### config.mk
export PLATFORM = sky130hd
export DESIGN_NAME = shd_cell
export DESIGN_NICKNAME = d
export VERILOG_FILES = /design/src/design/shd_pkg.sv /design/src/design/shd_cell.sv
export SDC_FILE = /design/constraint.sdc
export NUM_CORES = 2
export LEC_CHECK = 0
export BUFFER_PORTS_ARGS = -buffer_cell sky130_fd_sc_hd__buf_2
export CAP_MARGIN = 0
export CORE_MARGIN = 10
export CORE_UTILIZATION = 54
export DETAILED_ROUTE_END_ITERATION = 8
export PLACE_DENSITY = 0.75
export SETUP_SLACK_MARGIN = 0.4
export SLEW_MARGIN = 10
export SYNTH_ARGS = -nofsm -noshare
export SYNTH_HDL_FRONTEND = slang
export SYNTH_SLANG_ARGS = --single-unit
### constraint.sdc
create_clock -name clk -period 6.68 [get_ports clk]
set_clock_uncertainty 0.05 [all_clocks]
set_input_delay 0.668 -clock clk [delete_from_list [all_inputs] [get_ports clk]]
set_output_delay 0.668 -clock clk [all_outputs]
set_load 0.1 [all_outputs]
### src/design/shd_pkg.sv
// Package for the sliding Hann-windowed DCT core: sizes, types and constant tables.
package shd_pkg;

	localparam int WINDOW    = 64;
	localparam int MAX_COEFS = 32;
	localparam int COS_LEN   = 4 * WINDOW;
	localparam int HANN_DEN  = WINDOW - 1;

	localparam int SAMPLE_W     = 16;
	localparam int HANN_W       = 16;
	localparam int COS_W        = 16;
	localparam int W_W          = 24;
	localparam int CFG_W        = 6;
	localparam int COEF_INDEX_W = 5;
	localparam int COEF_VALUE_W = 25;

	localparam int SLOT_W    = $clog2(WINDOW);
	localparam int SEEN_W    = $clog2(WINDOW + 2);
	localparam int COS_IDX_W = $clog2(COS_LEN);
	localparam int K_W       = (MAX_COEFS > 1) ? $clog2(MAX_COEFS) : 1;
	localparam int CNT_W     = $clog2(MAX_COEFS + 1);

	localparam int PH_W   = SAMPLE_W + HANN_W;
	localparam int PROD_W = W_W + COS_W;
	localparam int ACC_W  = PROD_W + $clog2(WINDOW);
	localparam int DIV_SH = $clog2(WINDOW) + 14;
	localparam int Y_W    = ACC_W + 1 - DIV_SH;
	localparam int Z_W    = Y_W + 16;
	localparam int V_W    = Z_W + 1 - 15;

	localparam logic [CFG_W-1:0] COEF_COUNT_RESET = CFG_W'(32);
	localparam logic signed [15:0] INV_SQRT2_Q15 = 16'sd23170;
	localparam longint SAT_HI = (64'sd1 <<< (COEF_VALUE_W - 1)) - 64'sd1;
	localparam longint SAT_LO = -(64'sd1 <<< (COEF_VALUE_W - 1));

	localparam longint unsigned HALF_PI_Q30 = 64'd1686629713;
	localparam longint unsigned COS_DIV [8] = '{1, 2, 12, 30, 56, 90, 132, 182};
	localparam longint unsigned SIN_DIV [8] = '{1, 6, 20, 42, 72, 110, 156, 210};

	typedef logic signed [HANN_W-1:0] hann_tab_t [WINDOW];
	typedef logic signed [COS_W-1:0]  cos_tab_t  [COS_LEN];

	// One weighted sample moving down the cell row.
	typedef struct packed {
		logic                  valid;
		logic                  last;
		logic signed [W_W-1:0] w;
	} tap_t;

	// Truncated Taylor series in Q30: cosine, or sine when odd is set.
	function automatic longint series_q30(input longint unsigned x, input bit odd);
		longint unsigned term;
		longint          sum;
		term = odd ? x : (64'd1 << 30);
		sum  = longint'(term);
		for (int j = 1; j <= 7; j++) begin
			term = (term * x) >> 30;
			term = (term * x) >> 30;
			term = odd ? term / SIN_DIV[j] : term / COS_DIV[j];
			if ((j & 1) == 1) begin
				sum = sum - longint'(term);
			end else begin
				sum = sum + longint'(term);
			end
		end
		return sum;
	endfunction

	// Unclamped Q15 cosine of a 32-bit phase, rounded half away from zero.
	function automatic int cos_from_phase(input longint unsigned ph);
		logic [1:0]      quad;
		longint unsigned r;
		longint unsigned x;
		longint          v;
		quad = ph[31:30];
		r    = ph & 64'h3FFF_FFFF;
		x    = (r * HALF_PI_Q30) >> 30;
		if (quad == 2'd0) begin
			v = series_q30(x, 1'b0);
		end else if (quad == 2'd1) begin
			v = -series_q30(x, 1'b1);
		end else if (quad == 2'd2) begin
			v = -series_q30(x, 1'b0);
		end else begin
			v = series_q30(x, 1'b1);
		end
		if (v < 0) begin
			return -int'((-v + 64'sd16384) >>> 15);
		end
		return int'((v + 64'sd16384) >>> 15);
	endfunction

	function automatic hann_tab_t build_hann();
		hann_tab_t       t;
		longint unsigned ph;
		int              c;
		int              h;
		for (int i = 0; i < WINDOW; i++) begin
			ph = longint'((longint'(i % HANN_DEN) << 32) / HANN_DEN);
			c  = cos_from_phase(ph);
			h  = (32768 - c + 1) >>> 1;
			if (h > 32767) begin
				h = 32767;
			end
			t[i] = HANN_W'(h);
		end
		return t;
	endfunction

	function automatic cos_tab_t build_cos();
		cos_tab_t        t;
		longint unsigned ph;
		int              c;
		for (int i = 0; i < COS_LEN; i++) begin
			ph = longint'((longint'(i) << 32) / COS_LEN);
			c  = cos_from_phase(ph);
			if (c > 32767) begin
				c = 32767;
			end
			if (c < -32768) begin
				c = -32768;
			end
			t[i] = COS_W'(c);
		end
		return t;
	endfunction

	localparam hann_tab_t HANN_TAB = build_hann();
	localparam cos_tab_t  COS_TAB  = build_cos();

	// Circular slot advance.
	function automatic logic [SLOT_W-1:0] next_slot(input logic [SLOT_W-1:0] s);
		return (s == SLOT_W'(WINDOW - 1)) ? '0 : s + 1'b1;
	endfunction

endpackage

### src/design/shd_cell.sv
// One coefficient cell: cosine lookup, multiply, accumulate, and a result shift stage.
module shd_cell (
	input  logic                             clk,
	input  logic                             arst_n,
	input  logic [shd_pkg::K_W-1:0]          cell_idx,
	input  logic                             clear,
	input  shd_pkg::tap_t                    tap_in,
	output shd_pkg::tap_t                    tap_out,
	input  logic                             load,
	input  logic                             shift,
	input  logic signed [shd_pkg::ACC_W-1:0] res_in,
	output logic signed [shd_pkg::ACC_W-1:0] res_out
);

	logic                                 valid_s1;
	logic                                 last_s1;
	logic signed [shd_pkg::W_W-1:0]       w_s1;
	logic signed [shd_pkg::COS_W-1:0]     cos_s1;
	logic                                 valid_s2;
	logic signed [shd_pkg::PROD_W-1:0]    prod_s2;
	logic [shd_pkg::COS_IDX_W-1:0]        m_q;
	logic signed [shd_pkg::ACC_W-1:0]     acc_q;
	logic signed [shd_pkg::ACC_W-1:0]     res_q;
	logic [shd_pkg::COS_IDX_W:0]          m_sum;
	logic [shd_pkg::COS_IDX_W-1:0]        m_next;
	logic [shd_pkg::COS_IDX_W-1:0]        m_init;

	// The cosine index for term n is (2n+1)k, so it starts at k and steps by 2k.
	assign m_init = shd_pkg::COS_IDX_W'(cell_idx);
	assign m_sum  = {1'b0, m_q} + (shd_pkg::COS_IDX_W + 1)'({cell_idx, 1'b0});
	assign m_next = (m_sum >= (shd_pkg::COS_IDX_W + 1)'(shd_pkg::COS_LEN))
		? shd_pkg::COS_IDX_W'(m_sum - (shd_pkg::COS_IDX_W + 1)'(shd_pkg::COS_LEN))
		: shd_pkg::COS_IDX_W'(m_sum);

	always_ff @(posedge clk or negedge arst_n) begin
		if (!arst_n) begin
			valid_s1 <= 1'b0;
			last_s1  <= 1'b0;
			valid_s2 <= 1'b0;
			m_q      <= '0;
		end else begin
			valid_s1 <= tap_in.valid;
			last_s1  <= tap_in.valid & tap_in.last;
			valid_s2 <= valid_s1;
			if (clear) begin
				m_q <= m_init;
			end else if (tap_in.valid) begin
				m_q <= m_next;
			end
		end
	end

	always_ff @(posedge clk) begin
		if (tap_in.valid) begin
			w_s1   <= tap_in.w;
			cos_s1 <= shd_pkg::COS_TAB[m_q];
		end
		if (valid_s1) begin
			prod_s2 <= w_s1 * cos_s1;
		end
		if (clear) begin
			acc_q <= '0;
		end else if (valid_s2) begin
			acc_q <= acc_q + shd_pkg::ACC_W'(prod_s2);
		end
		if (load) begin
			res_q <= acc_q;
		end else if (shift) begin
			res_q <= res_in;
		end
	end

	assign tap_out = '{valid: valid_s1, last: last_s1, w: w_s1};
	assign res_out = res_q;

endmodule

# ---- Word-level counts from Yosys, hierarchy flattened
# Memories as Yosys holds them, arrays and structs flattened. A register that Yosys moved wholly into a read port is not among the register bits.
# Index checks and enable logic that the tools add are counted.
dict set report classes {
  add_sub_neg 3
  mul 1
  div 0
  order_cmp 1
  eq_ne 0
  n_shift 0
  muxes 5
  n_bitwise 2
  n_reduce_logical 2
}
# operator n
set ops {}
lappend ops {{46-bit two-way mux} 2}
lappend ops {{46-bit by 40-bit adder with 46-bit output} 1}
lappend ops {{24-bit by 16-bit multiplier with 40-bit output} 1}
lappend ops {{8-bit two-way mux} 3}
lappend ops {{8-bit by 6-bit adder with 9-bit output} 1}
lappend ops {{9-bit >= comparator, second input constant} 1}
lappend ops {{8-bit NOT with 9-bit output} 1}
lappend ops {{8-bit by 1-bit subtractor with 8-bit output, second input constant} 1}
lappend ops {{2-bit nonzero test} 2}
lappend ops {{1-bit AND} 1}
dict set report word_totals {
  register_bits 167
  latch_bits 0
  ram_bits 0
  mem_bits_ro 4096
  inputBits 82
  word_cells 23
  mem_count 1
}
# name words word_bits read_ports rd_clocked_by_memory_dff write_ports line
set mem_list {}
lappend mem_list {{(no name shown)} 256 16 1 1 0 shd_cell.sv:56} ;# cos_s1 <= shd_pkg::COS_TAB[m_q];

# ---- Longest topological paths before layout
dict set report logic_depth {
  word_depth 5
  ltp_mapped 25
  ltp_nobuf 24
}

# ---- Worst setup path after synthesis
# Ideal clock, no wire load.
dict set report synth_timing {
  kind {reg2reg}
  from {register w_s1[13] in the netlist's numbering}
  to {register prod_s2[36] in the netlist's numbering (data pin)}
  setup_ns 0.260
  t_arrival_ns 6.599
  required_time_ns 6.370
  path_slack_ns -0.229
  stages_incl_launch_ff 24
  path_buffers 1
  synth_period_minus_slack_ns 6.909
  cell_sequence {edfxtp_1 clkbuf_1 nand2_1 fa_1 inv_1 fa_1 inv_1 fa_1 inv_1 fa_1 fa_1 inv_1 fa_1 inv_1 ha_1 and3_1 a221oi_1 o21ai_0 a31o_2 a31oi_2 o211ai_1 a31o_2 a21oi_1 xnor2_1}
}
dict set report synth_via {
  elab_chain_len 1
}
# item line
set synth_rtl {}
lappend synth_rtl {{start: declaration} shd_cell.sv:17} ;# logic signed [shd_pkg::W_W-1:0] w_s1;
lappend synth_rtl {{start signal: assignment} shd_cell.sv:55} ;# w_s1 <= tap_in.w;
lappend synth_rtl {{24-bit by 16-bit multiplier with 40-bit output} shd_cell.sv:59} ;# prod_s2 <= w_s1 * cos_s1;
lappend synth_rtl {{end signal: assignment} shd_cell.sv:59}
lappend synth_rtl {{end: declaration} shd_cell.sv:20} ;# logic signed [shd_pkg::PROD_W-1:0] prod_s2;
# No other way between the ends.
# A chain may end at the register's enable or synchronous reset.

# ---- Final worst setup path
dict set report layout_timing {
  from {register w_s1[13] in the netlist's numbering}
  to {register prod_s2[37] in the netlist's numbering (data pin)}
}
# Same word-level chain as after synthesis.

==> results by stage <==
Yosys:
- The largest family of logic cells by synthesized area is adder cells.
- Of the total synthesized cell area, the portion taken by full adders, half adders and majority gates is 0.351.
- The unique cell type count in the Yosys netlist is 91.
- For this run, the leading register cell type out of synthesis is edfxtp_1.
- Of the post-synthesis cell area, the dominant cell type holds 0.276.
- Sorting the synthesized cells by area gives the leading types as fa_1, edfxtp_1, ha_1.
- The synthesized-area fraction occupied by ao, oa, aoi and oai cells is 0.157.
- After synthesis the cells add up to 27300 µm².
- Yosys printed 0 warnings.
- The number of flops mapped to enable cells by yosys is 126.
- The mux contribution to synthesized area is 0.0337.
- The average instance in the mapped netlist occupies 8.72 µm².
- The leading area contributor after synthesis is fa_1.
- Of the synthesized area, sequential elements account for 0.182.
- The number of storage elements in the synthesis netlist is 183.
- The fraction of registers with async set/reset is 0.0601.
- Of the total synthesized cell area, the portion taken by XOR and XNOR cells is 0.0244.
- Of the total synthesized cell area, the portion taken by AND, OR, NAND and NOR gates is 0.156.
- Counting every net in the synthesized netlist gives 3755.
- In the synthesized netlist, the number of instances is 3133.

Critical path:
- The capture point of the worst reg-to-reg path is prod_s2[37].
- The cell at the slowest stage of the critical path is fa_1.
- The number of cells on the worst reg-to-reg path is 24.
- By startpoint and endpoint, the worst setup path is classified as reg2reg.
- The most numerous cell on the critical path is fa_1.
- The maximum fanout count along the critical path is 6.
- The data arrival time of the critical path is 6.54 ns.
- The kind of start point of the critical path is a flop.
- For flop-to-flop paths, the worst setup slack is 0.35 ns.
- The launching point of the worst reg2reg path is w_s1[13].
- The worst setup path is captured at a flop.
- The required time of the worst setup path is 6.89 ns.
- Walking the worst path, the cells encountered are buf_4 > buf_4 > and2_1 > fa_1 > inv_1 > fa_1 > fa_1 > inv_1 > fa_1 > fa_1 > inv_1 > fa_1 > inv_1 > ha_4 > a21o_1 > a21o_1 > a21o_1 > o211ai_1 > o211ai_1 > buf_4 > a211oi_4 > o21bai_1 > a21oi_2 > xnor2_1.
- The buffering stage count on the worst path with inverters included is 7.
- The critical path's largest stage delay is 0.52 ns.
- Grouping stages by cell kind, the critical path spends the most delay in adder cells.

Global route:
- The number of global-route vias before repair was 24700.
- The total overflow left after global routing is 0.
- The overall routing resource usage is 0.293.
- The first global-routing pass estimated 138 mm of wire.
- The pin count of the biggest net entering global routing is 86.
- The number of antenna violations at the first check in global routing is 0.

Hold path:
- The type of the worst min-delay path is in2reg.
- The startpoint identified for the worst hold timing path is tap_in[21].
- The instance count along the most critical hold path is 1.
- The end point of the worst hold path is w_s1[21].

CTS:
- The TritonCTS buffer count is 17.
- The clock net in this run drives a total of 183 sinks.
- The number of H-tree levels is 4.
- TritonCTS built the clock tree.
- Clock-pin slew was measured on the worst setup and hold paths at 0.09 ns.
- The longest clock path from root to sink contains 2 buffers.
- The clock reaches the later pin of the worst-skew pair after 0.50 ns.
- The clock root buffer is clkbuf_16.

Routing:
- In this run the remaining antenna-violating nets after routing total 0.
- The final layout contains routed wiring with a total length of 88.0 mm.
- After detailed routing, the number of remaining DRC violations is 0.
- The detailed router placed 24000 vias in this run.
- For this run, the detailed router's first-pass iteration total came to 6.
- In this run, the number of DRC markers left after iteration 0 of detailed routing was 2627.
- Dividing the detail-routed via count by the number of cells gives 6.08.
- Dividing the detail-routed wire length by the instance count gives 22.3 µm.

Floorplanning:
- The area inside the core boundary is 50100 µm².
- The area of the die is 60000 µm².
- The y dimension of the die is 245 µm.
- Pin placement for this block handled 154 I/O pins.
- The width of the chip is 245 µm.
- The initial utilization of the core area, before any placement, comes to 0.546.
- In this run the core area contains 82 standard-cell rows.

Cells and area:
- The footprint of the multi-input gates is 20000 µm².
- The number of antenna cells inserted is 0.
- The storage element area is 4990 µm².
- The filler cells instantiated in the layout total 4307.
- The top cell types in the final layout, fill and taps aside, are inv_1, nand2_1, fa_1.
- With fillers left out, the area of the finished cells amounts to 30200 µm².
- Relative to the synthesized area, the layout overhead comes to 10.6%.
- The most common library cell in the layout ignoring fill and taps is inv_1.
- The final instance count without filler cells is 3949.
- The count of nets after finishing is 3886.
- The share of post-route cells with drive strength above 1 is 0.143.

STA:
- Counting I/O delays and the setup requirement, the final critical path takes 6.33 ns.
- The max-slew violation total from the final report is 0.
- The headroom to the max-slew limit is 0.150.
- The final setup violation count is 0.
- The final setup TNS is 0 ns.
- The setup slack of the critical path after layout is 0.346 ns.
- The fmax is 0.158 GHz.
- In the finished design, the share of the clock period the worst path needs comes to 0.948.
- The hold violation total from the final report is 0.
- The slew at the pin closest to its max-slew limit is 1.27 ns.
- Setup repair after global routing could not meet its margin everywhere.

Placed design:
- At the end of routability-driven placement, the weighted congestion stood at 0.982.
- Counting tap cells, the placed design contains a total of 3862 instances.
- The count of buffers added on input and output ports is 153.
- The post-DP HPWL is 68.0 mm.
- The placed cell area is 29000 µm².
- The pre-CTS worst setup slack is 0.141 ns.

Status:
- The flow ran to the end, and the final reports show no timing, DRC or antenna violations.

Job:
- The reported max-cap violation count is 0.
## what timing repair did
action,4_1_cts,5_1_grt
endpoints found under the setup margin,11,14
hold buffers,1,0
cloned,0,1
resized for setup,3,35
pin swaps,2,13
hold endpoints to repair,1,0
setup buffers,30,23
## registers in the layout (all words and copies together) (netlist names)
signal    count
valid_s2      1
valid_s1      1
cos_s1       16
w_s1         24
last_s1       1
acc_q        46
prod_s2      40
res_out      46
m_q           8
## through the flow
stage	hold WS [ns]	utilization
2_1_floorplan	0.322	-
3_3_place_gp	0.430	0.578
3_5_place_dp	0.429	0.578
4_1_cts	0.270	0.597
5_1_grt	0.280	0.603
6_report	0.303	0.603
## Yosys cell counts (12+ instances only)
cell	number
a211oi_1	29
a21o_1	51
a21oi_1	203
a311oi_1	12
a31oi_1	25
and2_1	158
and3_1	12
buf_1	18
clkbuf_1	148
dfxtp_1	46
edfxtp_1	126
fa_1	376
ha_1	164
inv_1	466
mux2_2	48
mux2i_1	29
nand2_1	397
nand2b_1	22
nand3_1	38
nand4_1	20
nor2_1	169
nor2b_1	13
nor3_1	47
o211ai_1	26
o21a_1	15
o21ai_0	163
o21bai_1	20
o22ai_1	12
xnor2_1	53
xor2_1	23
## metal layers
layer	part of all wire	vias to the layer above	global-route usage
li1	-	10600	-
met3	0.091	268	0.0654
met1	0.39	11900	0.360
met5	0	-	0
met2	0.47	1250	0.484
met4	0.047	0	0.135
## final cells by class
| type | instances | share of cell area |
|---|---|---|
| Tap cell | 672 | 0.0278 |
| Clock inverter | 14 | 0.00667 |
| Clock buffer | 18 | 0.0142 |
| Multi-Input combinational cell | 2289 | 0.662 |
| Timing Repair Buffer | 302 | 0.0660 |
| Sequential cell | 183 | 0.165 |
| Inverter | 471 | 0.0585 |
## kinds of logic (layout without fill, tap and decap cells)
group                      after synthesis  in the layout
xor gates and xnor gates                76             76
AOI/OAI and AO/OA                      673            673
muxes                                   81             81
adders and majority gates              540            540
buffers and inverters                  661            805
and+or+nand+nor                        919            919
DFF                                    183            183
## worst max path at each step
| stage | start | to | cells after the start |
|---|---|---|---|
| 2_1_floorplan | w_s1[7] | prod_s2[39] | 23 |
| 3_3_place_gp | cos_s1[4] | prod_s2[39] | 22 |
| 3_5_place_dp | cos_s1[4] | prod_s2[39] | 22 |
| 4_1_cts | cos_s1[2] | prod_s2[39] | 25 |
| 5_1_grt | cos_s1[1] | prod_s2[37] | 23 |
| 6_report | w_s1[13] | prod_s2[37] | 24 |
Power is left out: the tool's default activity adds up to more than one toggle a clock period on the data nets, which glitch-free logic cannot reach.
