### src/design/shd_ram.sv
// Generic single-write, single-read RAM with registered read data.
module shd_ram #(
	parameter int WIDTH = 16,
	parameter int DEPTH = 64
) (
	input  logic                     clk,
	input  logic                     we,
	input  logic [$clog2(DEPTH)-1:0] waddr,
	input  logic [WIDTH-1:0]         wdata,
	input  logic [$clog2(DEPTH)-1:0] raddr,
	output logic [WIDTH-1:0]         rdata
);

	logic [WIDTH-1:0] mem_q [DEPTH];

	always_ff @(posedge clk) begin
		if (we) begin
			mem_q[waddr] <= wdata;
		end
		rdata <= mem_q[raddr];
	end

endmodule

### config.mk
export PLATFORM = sky130hd
export DESIGN_NAME = shd_ram
export DESIGN_NICKNAME = d
export VERILOG_FILES = /design/src/design/shd_ram.sv
export SDC_FILE = /design/constraint.sdc
export NUM_CORES = 1
export LEC_CHECK = 0
export ABC_AREA = 1
export ABC_CLOCK_PERIOD_IN_PS = 3600
export BUFFER_PORTS_ARGS = -buffer_cell sky130_fd_sc_hd__buf_2
export CAP_MARGIN = 30
export CORE_ASPECT_RATIO = 1.5
export CORE_UTILIZATION = 45
export DETAILED_ROUTE_END_ITERATION = 10
export REMOVE_ABC_BUFFERS = 1
export SLEW_MARGIN = 20
export SYNTH_ARGS = -nofsm -noshare
export SYNTH_HDL_FRONTEND = slang
export SYNTH_SLANG_ARGS = --single-unit
### constraint.sdc
create_clock -name clk -period 3.6 [get_ports clk]
set_clock_uncertainty 0.15 [all_clocks]
set_input_delay 0.72 -clock clk [delete_from_list [all_inputs] [get_ports clk]]
set_output_delay 0.72 -clock clk [all_outputs]
set_load 0.005 [all_outputs]
Word-level counts from Yosys, hierarchy flattened --
Memory sizes are Yosys's and may differ from the RTL's. A register that Yosys moved wholly into a read port is not among the register bits. Cells that the tools add are included.
Word-level totals: register bits 0, RAM bits 1024, bits of input ports 30, output and inout bits 16, word-level logic and storage cells 3, memories 1
Memories:
- mem_q | depth 64, bits a word 16, rd ports 1, clocked after memory_dff 1, write ports 1, line 14 | logic [WIDTH-1:0] mem_q [DEPTH];
Cells by class: multiplexer cells 2
Operators with widths (number):
- 2-to-1 mux 1 bit | 2

Depth between registers and ports, before layout --
Gate-level depths: netlist (run 1).
depth after elaboration 2, mapped depth 12, depth with buffers taken out 9

Worst setup path before layout (run 1) --
Ideal clock, no wire load.
path type input port to flip-flop, start point in we, end point mem mem_q[48][0], enable pin, setup time 431 ps, arrival time 2844 ps, data required time 3019 ps, path slack 176 ps, stages 3, path buffers 1, cells stage by stage clkbuf_1 -> nand4_1 -> nor4_1
On the way: longest elaborated chain between the ends 2
RTL lines:
- start: declaration | line 7 | input logic we,
- 2-to-1 mux 1 bit | line 17 | if (we) begin
- 2-to-1 mux 1 bit (implied by the code) | line 18 | mem_q[waddr] <= wdata;
- end: declaration | line 14
No other way between the ends.

==> results of run 1 <==
==> Yosys cell counts <==
| library cell | n |
|---|---|
| nand2_1 | 1296 |
| edfxtp_1 | 1024 |
| nand3_1 | 871 |
| buf_2 | 113 |
| nor2_1 | 56 |
| buf_6 | 49 |
| clkbuf_1 | 26 |
| buf_4 | 19 |
| buf_1 | 17 |
| dfxtp_1 | 16 |
| inv_1 | 9 |
| nand4_1 | 9 |
| nor4_1 | 8 |
| inv_2 | 2 |
| buf_8 | 1 |
| inv_8 | 1 |
==> how the worst max path moves through the flow <==
stage / startpoint / endpoint / slack, ps / cells after the start
final: raddr[0] / rdata[12] / 1140 / 12
after global routing: raddr[0] / rdata[2] / 1100 / 12
after CTS: rdata[9] / rdata[9] / 1110 / 1
after detailed placement: raddr[0] / rdata[2] / 550 / 12
after global placement: raddr[0] / rdata[2] / 540 / 12
after floorplan: raddr[1] / rdata[6] / 10 / 8
==> kinds of logic after synthesis <==
| family | Yosys count | share of synthesized area (%) |
|---|---|---|
| buf+inv | 237 | 3.54 |
| flops | 1040 | 73.8 |
| simple gates | 2240 | 22.7 |
==> area by class of cell <==
cell class              count  area share, %
diodes                      1        0.00531
clock buffers             126           5.47
clock inverters            46          0.988
inverters                  12          0.151
multi-input cells        2240           20.4
flip-flops and latches   1040           66.0
well taps                1251           3.32
repair buffers            202           3.67
==> power by group through the flow <==
stage                     clock (mW)  combinational (mW)  sequential, mW
after floorplan                    0               0.669            13.7
after global placement             0                1.59            13.7
after detailed placement           0                1.60            13.7
after CTS                       10.2                1.60            13.4
after global routing            10.6                1.74            13.4
final                           10.0                1.60            13.4
==> through the flow <==
| stage | power (mW) | instance area (µm²) | hold slack, ps | instances |
|---|---|---|---|---|
| floorplan | 14.4 | 40700 | 571 | 3292 |
| global placement | 15.3 | 44000 | 649 | 4745 |
| detailed placement | 15.3 | 44000 | 660 | 4745 |
| CTS | 25.2 | 47100 | 50.7 | 4917 |
| global route | 25.7 | 47100 | 85.0 | 4917 |
| finish | 25.1 | 47100 | 88.0 | 4918 |
==> critical path, delay by kind of cell <==
| kind | cells | cell delay (ps) |
|---|---|---|
| simple gates | 8 | 1040 |
| buf+inv | 4 | 920 |
==> registers in the layout (all words and copies together), names as in the netlist <==
name,count
rdata,16
mem_q,1024
==> routing by layer <==
| metal | routed length (µm) | global-route usage (%) |
|---|---|---|
| met5 | 23 | 0 |
| met2 | 57200 | 41.2 |
| met3 | 5880 | 2.66 |
| met4 | 5300 | 11.7 |
| met1 | 44200 | 29.7 |
==> metrics.md, run 1 <==
| Metric | Value |
|---|---|
| Clk root buf | clkbuf_16 |
| Post-Place Setup Slack | 551 ps |
| Multi-input logic area | 0.00961 mm² |
| I/O Buffers | 45 |
| Max-cap viol count | 0 |
| Iteration-0 DRC Markers | ~2.3k |
| Area leader, netlist | edfxtp_1 |
| Reg area | 0.0311 mm² |
| Vias per cell | approximately 5.5 |
| Yosys top cell area share | 73.0% |
| Largest net degree at the start of global routing | 99 |
| Max-slew violation count | 0 |
| Tmin final | about 2500 ps |
| Crit path max fanout | 76 |
| Synth unique cells | 16 |
| Site row count | roughly 140 |
| CP Class | primary input to register |
| Nets@finish | 3619 |
| Hold Path Class | primary input to register |
| Internal power | between 15 and 20 mW |
| Crit end category | register |
| Combinational Power Share | 6.4% |
| NetSw | 5.60 mW |
| Seq/Total Area, Yosys | 73.8% |
| Sw frac | 22.4% |
| Vias in the first global route | about 26k |
| Max-slew headroom | 34.5% |
| P_leak | about 17 nW |
| Clock sink count | 1040 |
| Setup_tns | 0 ps |
| Most common cell after layout, fill and taps aside | nand2_1 |
| Slew @ Worst Pin | 983 ps |
| Final RePlAce weighted congestion | between 0.8 and 0.9 |
| Power Dens Cells | 532 mW/mm² |
| Yosys warnings | 0 |
| Final hold violations | 0 |
| CP arrival | 2870 ps |
| Layout Area Growth over Synthesis | 11.9% |
| Via count | 26.9k |
| Final Cycle Share | 68.2% |
| DRT Wirelength | 113000 µm |
| Status | finished clean |
| Hold_sp | wdata[7] |
| Global-route wire length before repair | 165000 µm |
| Hold_buf cts | 0 |
| Reg-to-Reg End | rdata[2] |
| Routed wire length per instance | 22.9 µm |
| CTS tree | done |
| Die Wd | 252 µm |
| RR Startpoint | mem_q[53][2] |
| Dpl hpwl | 65200 µm |
| Mapped cell area | 0.0421 mm² |
| CP Launch Type | primary input |
| Worst setup margin | 1140 ps |
| Area contributors post-synth | edfxtp_1 (73%), nand2_1 (12%), nand3_1 (10%) |
| Initial Util | 45.3% |
| Resize count post-CTS | 0 |
| CP Cell Sequence | buf_8 > inv_16 > buf_12 > buf_4 > nand2_1 > nand3_1 > nand3_1 > nand2_1 > nand2_1 > nand3_1 > nand3_1 > nand2_1 |
| Clock tree buffer depth | 3 |
| Core Footprint | 0.0929 mm² |
| Final Util | 50.7% |
| Worst hold endpoint | mem_q[17][7] |
| Final antenna-violating net count | 0 |
| H-tree levels | 3 |
| Avg Inst Size Synth | between 10 and 15 µm² |
| Required time worst endpoint | 4010 ps |
| FMAX | approximately 410 MHz |
| #FFs+latches synth | 1040 |
| Final setup fails | 0 |
| RSZ-0062 raised after global routing | false |
| Worst reg2reg path depth | 8 |
| Total die area | 0.0948 mm² |
| Worst-Skew Late Latency | 690 ps |
| Commonest cells after routing, fill and taps aside | nand2_1 (1296), edfxtp_1 (1024), nand3_1 (871) |
| Fillers | about 8.0k |
| Die Span Y | ~380 µm |
| Gr usage total | 23.9% |
| Drt pass-1 iters | 7 |
| Gr ovfl total | 0 |
| Reg clk slew, reported paths | approximately 70 ps |
| DR DRC count | 0 |
| Hold Path Stages | 1 |
| Initial antenna violation count | 3 |
| Postcts setup bufs | 0 |
| Layout cells sized above 1 | 9.66% |
| Largest stage delay on the critical path | 300 ps |
| Seq pwr share | a little over half |
| I/O pins | 46 |
| Clock power share | 40.0% |
| VDD IR-drop max | 0.376 mV |
| Mapped Cells | between 3k and 4k |
| Flop-to-flop setup slack | 1790 ps |
| TritonCTS buffer count | 93 |
| Critical path's slowest cell | nand3_1 |
No activity file was read; power rests on OpenSTA's default activity.
==> run 2, diff against run 1 <==
Settings changed: ABC_AREA 1 to 0, ABC_CLOCK_PERIOD_IN_PS 3600 to 2200.
Clock period 3.6 ns to 2.2 ns, I/O delays scaled along.
==> run 2 against run 1 <==
  * Synthesized cell count down 48%
  * First-iteration DRC count down 25%
  * Clock power up 61%
  * Critical path type unchanged
  * Highest routed layer unchanged
==> metrics.md, run 2 <==
| Metric | Value |
|---|---|
| Hold Path Class | primary input to register |
| Crit end category | register |
| Clock power share | 39.7% |
| Core Footprint | 0.0879 mm² |
| Max-slew violation count | 0 |
| RSZ-0062 raised after global routing | false |
| Layout Area Growth over Synthesis | 18.8% |
| P_leak | roughly 15 nW |
| Setup_tns | 0 ps |
| Power Dens Cells | 853 mW/mm² |
| Post-route cell area | 0.0476 mm² |
| Avg Inst Size Synth | 21.9 µm² |
| Initial Util | a little under half |
| Clock tree buffer depth | 3 |
| Worst-Skew Late Latency | 690 ps |
| Area contributors post-synth | edfxtp_1 (77%), mux4_2 (12%), mux2i_1 (2.1%) |
| RR Startpoint | mem_q[18][13] |
| Multi-input logic area | 0.00828 mm² |
| Gr ovfl total | 0 |
| Yosys top cell area share | between 70% and 80% |
| Mapped cell area | 0.0400 mm² |
| Hold_sp | wdata[10] |
| Drt pass-1 iters | 5 |
| Vias in the first global route | 20.5k |
| Commonest cells after routing, fill and taps aside | edfxtp_1 (1024), mux4_2 (220), buf_4 (195) |
| Iteration-0 DRC Markers | 1756 |
| Seq pwr share | 54.2% |
| Max reg flops | 1024 |
| #FFs+latches synth | 1040 |
| CTS tree | done |
| Dpl hpwl | between 60000 and 70000 µm |
| Final Util | 54.1% |
| Postcts setup bufs | 0 |
| Max-cap viol count | 0 |
| Top cells by count, synth | edfxtp_1 (1024), mux4_2 (220), mux2i_1 (85), nor2_1 (72), nand2_1 (59) |
| Final RePlAce weighted congestion | 0.889 |
| Largest net degree at the start of global routing | 65 |
| Final hold violations | 0 |
| Layout cells sized above 1 | between 30% and 40% |
| CP Class | primary input to register |
| Crit path max fanout | 19 |
| Reg area | 0.0311 mm² |
| Initial antenna violation count | 12 |
| Largest Register | mem_q |
| Global-route wire length before repair | between 100000 and 150000 µm |
| I/O pins | between 40 and 50 |
| Tmin final | 2160 ps |
| H-tree levels | 3 |
| Fillers | between 6k and 7k |
| VDD IR-drop max | 0.576 mV |
| DRT Wirelength | ~100000 µm |
| CP arrival | around 2600 ps |
| DR DRC count | 0 |
| Final Cycle Share | a little over nine tenths |
| TritonCTS buffer count | 94 |
| Via count | around 20k |
| Internal power | between 30 and 40 mW |
| Yosys warnings | 0 |
| I/O Buffers | 45 |
| Site row count | around 130 |
| Mapped Cells | 1829 |
| Final antenna-violating net count | 0 |
| NetSw | around 8.6 mW |
| Nets@finish | 2190 |
| Status | finished clean |
| Routed wire length per instance | ~30 µm |
| Worst setup margin | 35.5 ps |
| Vias per cell | approximately 5.8 |
| Clock sink count | 1040 |
| Combinational Power Share | 6.1% |
| Clk root buf | clkbuf_16 |
| Max-slew headroom | 37.9% |
| Area post-placement | 0.0445 mm² |
| Reg clk slew, reported paths | 70 ps |
| Worst setup path startpoint | raddr[0] |
| Total die area | 0.0902 mm² |
| Area leader, netlist | edfxtp_1 |
| Most used DFF post-synth | edfxtp_1 |
| Final setup fails | 0 |
| Slew @ Worst Pin | 932 ps |
| Die Wd | 246 µm |
| Gr usage total | 22.9% |
| Sw frac | 21.2% |
| Post-Place Setup Slack | -876 ps |
| Required time worst endpoint | 2590 ps |
| Most common cell after layout, fill and taps aside | edfxtp_1 |
| CP Launch Type | primary input |
| Synth unique cells | 43 |
| Count leader, synth | edfxtp_1 |
| Die Span Y | 367 µm |
| Seq/Total Area, Yosys | a little under 80% |
| FMAX | 462 MHz |
| Async SR Flop Fraction | 0% |
| Number of synthesized flops with an enable pin | 1024 |
| Biggest registers after layout | mem_q (1024), rdata (16) |
[run 2: cell types whose count changed after synthesis, sizes merged, moves of 17 or more]
cell / change
nand2: -1236
nand3: -847
mux4: +224
buf: -122
mux2i: +85
a22oi: +39
nor2b: +30
mux2: +27
nor2: +18
a21oi: +17
[run 2: worst max-delay path, cell delays in order]
cell and delay (ps):
buf_8 100, buf_12 140, buf_12 210, buf_4 140, mux4_2 500, mux2i_1 150, buf_4 140, nand3_1 230
a31oi_1 360, a311oi_1 100
[run 2: final cells by class]
cell class	instances	area share, %
clock buffer	116	5.32
multi-input combinational	685	17.4
clock inverter	58	1.04
tap	1147	3.02
sequential	1040	65.3
timing repair buffer	339	7.84
antenna	6	0.0316
[run 2: cell families after synthesis]
family                 after synthesis  synth area share (%)
flip-flops                        1040                  77.6
multiplexers                       336                  15.5
AND/OR/NAND/NOR                    220                  2.65
AO/OA/AOI/OAI                      129                  2.41
buffers and inverters              104                  1.83
[run 2: metrics by stage]
stage	instances	hold slack (ps)	total power [mW]
2_1_floorplan	1725	389	23.2
3_3_place_gp	3211	705	24.9
3_5_place_dp	3211	702	24.9
4_1_cts	3385	26.6	40.9
5_1_grt	3386	57.5	41.7
6_report	3391	71.9	40.6
[run 2: routing by layer]
metal | up-vias | track usage, % | wire (µm)
li1 | 8345 | - | -
met1 | 10438 | 28.1 | 37700
met2 | 606 | 40.6 | 54300
met3 | 138 | 3.38 | 5080
met4 | 8 | 8.59 | 3400
met5 | - | 0 | 50
[run 2: path summary, 6_finish.rpt]
kind / cells past startpoint / endpoint / slack (ps)
worst max-delay path: 10 / rdata[13] / 40
worst min-delay path: 2 / mem_q[38][10] / 70
worst max register to register: 5 / rdata[13] / 40
worst min register to register: 4 / rdata[5] / 730
[run 2: power by group through the flow]
| stage | Combinational (mW) | Sequential (mW) | Clock [mW] |
|---|---|---|---|
| after floorplan | 0.813 | 22.4 | 0 |
| after global placement | 2.45 | 22.4 | 0 |
| after detailed placement | 2.49 | 22.4 | 0 |
| after CTS | 2.50 | 22.0 | 16.4 |
| after global routing | 2.60 | 22.0 | 17.1 |
| final | 2.46 | 22.0 | 16.1 |
[run 2: timing repair]
action                                  in CTS  in global routing
gates resized for setup                      3                  4
endpoints found under the setup margin       3                  4
hold buffers                                 0                  0
pin swaps                                    0                  1
==> run 3, diff against run 2 <==
Settings changed: CORE_UTILIZATION 45 to 23.
==> run 3 against run 2 <==
  * The run now ends with design-rule violations left
  * Global-route usage fell by 11 points
  * Flip-flop and latch count did not move
  * Combinational power barely moved
  * Die area rose by 95%
  * Sequential power barely moved
  * Cell area rose by 2.7%
  * Critical path type unchanged
  * Critical endpoint is now rdata[10]
==> metrics.md, run 3 (synthesis results as in run 2) <==
| Metric | Value |
|---|---|
| RR Startpoint | mem_q[23][3] |
| Clock sink count | 1040 |
| Worst hold endpoint | mem_q[28][5] |
| DRT Wirelength | ~100000 µm |
| RSZ-0062 raised after global routing | false |
| CP Launch Type | primary input |
| Crit end category | register |
| I/O Buffers | 45 |
| Final hold violations | 0 |
| Failing checks | design-rule violations |
| Layout Area Growth over Synthesis | 22.0% |
| Layout cells sized above 1 | 33.8% |
| Hold Path Stages | 1 |
| DR DRC count | 12 |
| Clock tree buffer depth | 3 |
| Worst-Skew Late Latency | 670 ps |
| Die Span Y | between 500 and 600 µm |
| Biggest registers after layout | mem_q (1024), rdata (16) |
| Clk root buf | clkbuf_16 |
| Gr ovfl total | 0 |
| Drt pass-1 iters | 9 |
| Final setup fails | 0 |
| Max-slew violation count | 0 |
| Core Footprint | 0.173 mm² |
| Hold Path Class | primary input to register |
| Dpl hpwl | 68000 µm |
| Flop-to-flop setup slack | 50 ps |
| Die Wd | approximately 340 µm |
| Largest net degree at the start of global routing | 65 |
| Most common cell after layout, fill and taps aside | edfxtp_1 |
| Slew @ Worst Pin | 846 ps |
| Worst reg2reg path depth | 7 |
| Power Dens Cells | 817 mW/mm² |
| Gr usage total | 11.5% |
| Hold_sp | wdata[5] |
| Reg clk slew, reported paths | 70 ps |
| Initial Util | a little under a quarter |
| FMAX | 461 MHz |
| Reg-to-Reg End | rdata[3] |
| Crit path max fanout | 22 |
| Commonest cells after routing, fill and taps aside | edfxtp_1 (1024), buf_4 (224), mux4_2 (220) |
| Routed wire length per instance | 22.5 µm |
| Final RePlAce weighted congestion | 0.828 |
| Nets@finish | roughly 2.2k |
| CTS tree | done |
| Site row count | between 150 and 200 |
| CP arrival | 2580 ps |
| Max-cap viol count | 0 |
| Required time worst endpoint | 2610 ps |
| Hold Worst Slack | 51.6 ps |
| VDD IR-drop max | 0.604 mV |
| I/O pins | 46 |
| Post-route cell area | slightly below 0.05 mm² |
| Iteration-0 DRC Markers | 1522 |
| Total die area | ~0.18 mm² |
| Final antenna-violating net count | 0 |
| Via count | 19.2k |
| Status | complete, but fails checks |
| Vias per cell | 4.25 |
| Vias in the first global route | 20.1k |
| Setup_tns | 0 ps |
| Initial antenna violation count | 5 |
| P_leak | 15.4 nW |
| Tmin final | 2170 ps |
| Global-route wire length before repair | 146000 µm |
| CP Class | primary input to register |
| Postcts setup bufs | 0 |
| Area post-placement | 0.0460 mm² |
| Total power | 39.9 mW |
| TritonCTS buffer count | 82 |
| Final Cycle Share | 98.6% |
| Max-slew headroom | 43.6% |
| Largest Register | mem_q |
| H-tree levels | 3 |
| Max reg flops | 1024 |
run 3: cell count changes in the layout (fill, tap and decap cells not counted), sizes merged, moves of 2 or more:
cell and change:
clkbuf -23, inv +3, clkinv -9, buf +25, bufinv +4, diode -2
run 3: layout make-up:
type	count	area, µm²
multi-input cells	685	8300
fillers	16795	124000
well taps	2268	2840
clock inverters	57	628
flip-flops and latches	1040	31100
repair buffers	364	3840
diodes	4	10.0
clock buffers	93	2140
run 3: what timing repair did:
| action | 4_1_cts | 5_1_grt |
|---|---|---|
| setup endpoints to repair | 5 | 2 |
| resized for setup | 8 | 2 |
| hold buffers | 0 | 0 |
| cloned | 0 | 0 |
| pin swaps | 0 | 1 |
run 3: worst max path at each step:
stage                       from           end  cells past startpoint
floorplan                     we  mem_q[48][0]                      3
global placement        raddr[0]     rdata[15]                      8
detailed placement      raddr[0]     rdata[15]                      8
CTS                 mem_q[21][3]      rdata[3]                      7
global route        mem_q[23][3]      rdata[3]                      7
finish                  raddr[0]     rdata[10]                      8
run 3: worst max-delay path: stages:
cell and delay (ps):
buf_8 180, buf_12 240, buf_4 160, mux4_2 490
mux2_2 310, nand2_1 100, nand4_1 300, and4_1 320
run 3: power by group:
group	total, mW	internal, mW	leakage [nW]	switching, mW
sequential	22.0	21.9	9.35	0.0798
clock	15.4	8.39	1.34	7.00
combinational	2.49	1.07	4.70	1.42
run 3: through the flow:
step	setup slack, ps	utilization (%)	instances
floorplan	-272	-	1725
global placement	-1060	26.6	4357
detailed placement	-1040	26.6	4357
CTS	9.75	28.2	4507
global route	9.81	28.2	4508
finish	29.9	28.2	4511
run 3: routing by layer:
metal,wire [µm],global-route usage [%],vias up
met1,36900,12.5,10208
met4,4860,5.57,2
li1,-,-,8346
met3,3830,1.41,138
met5,12,0,-
met2,55800,21.6,468
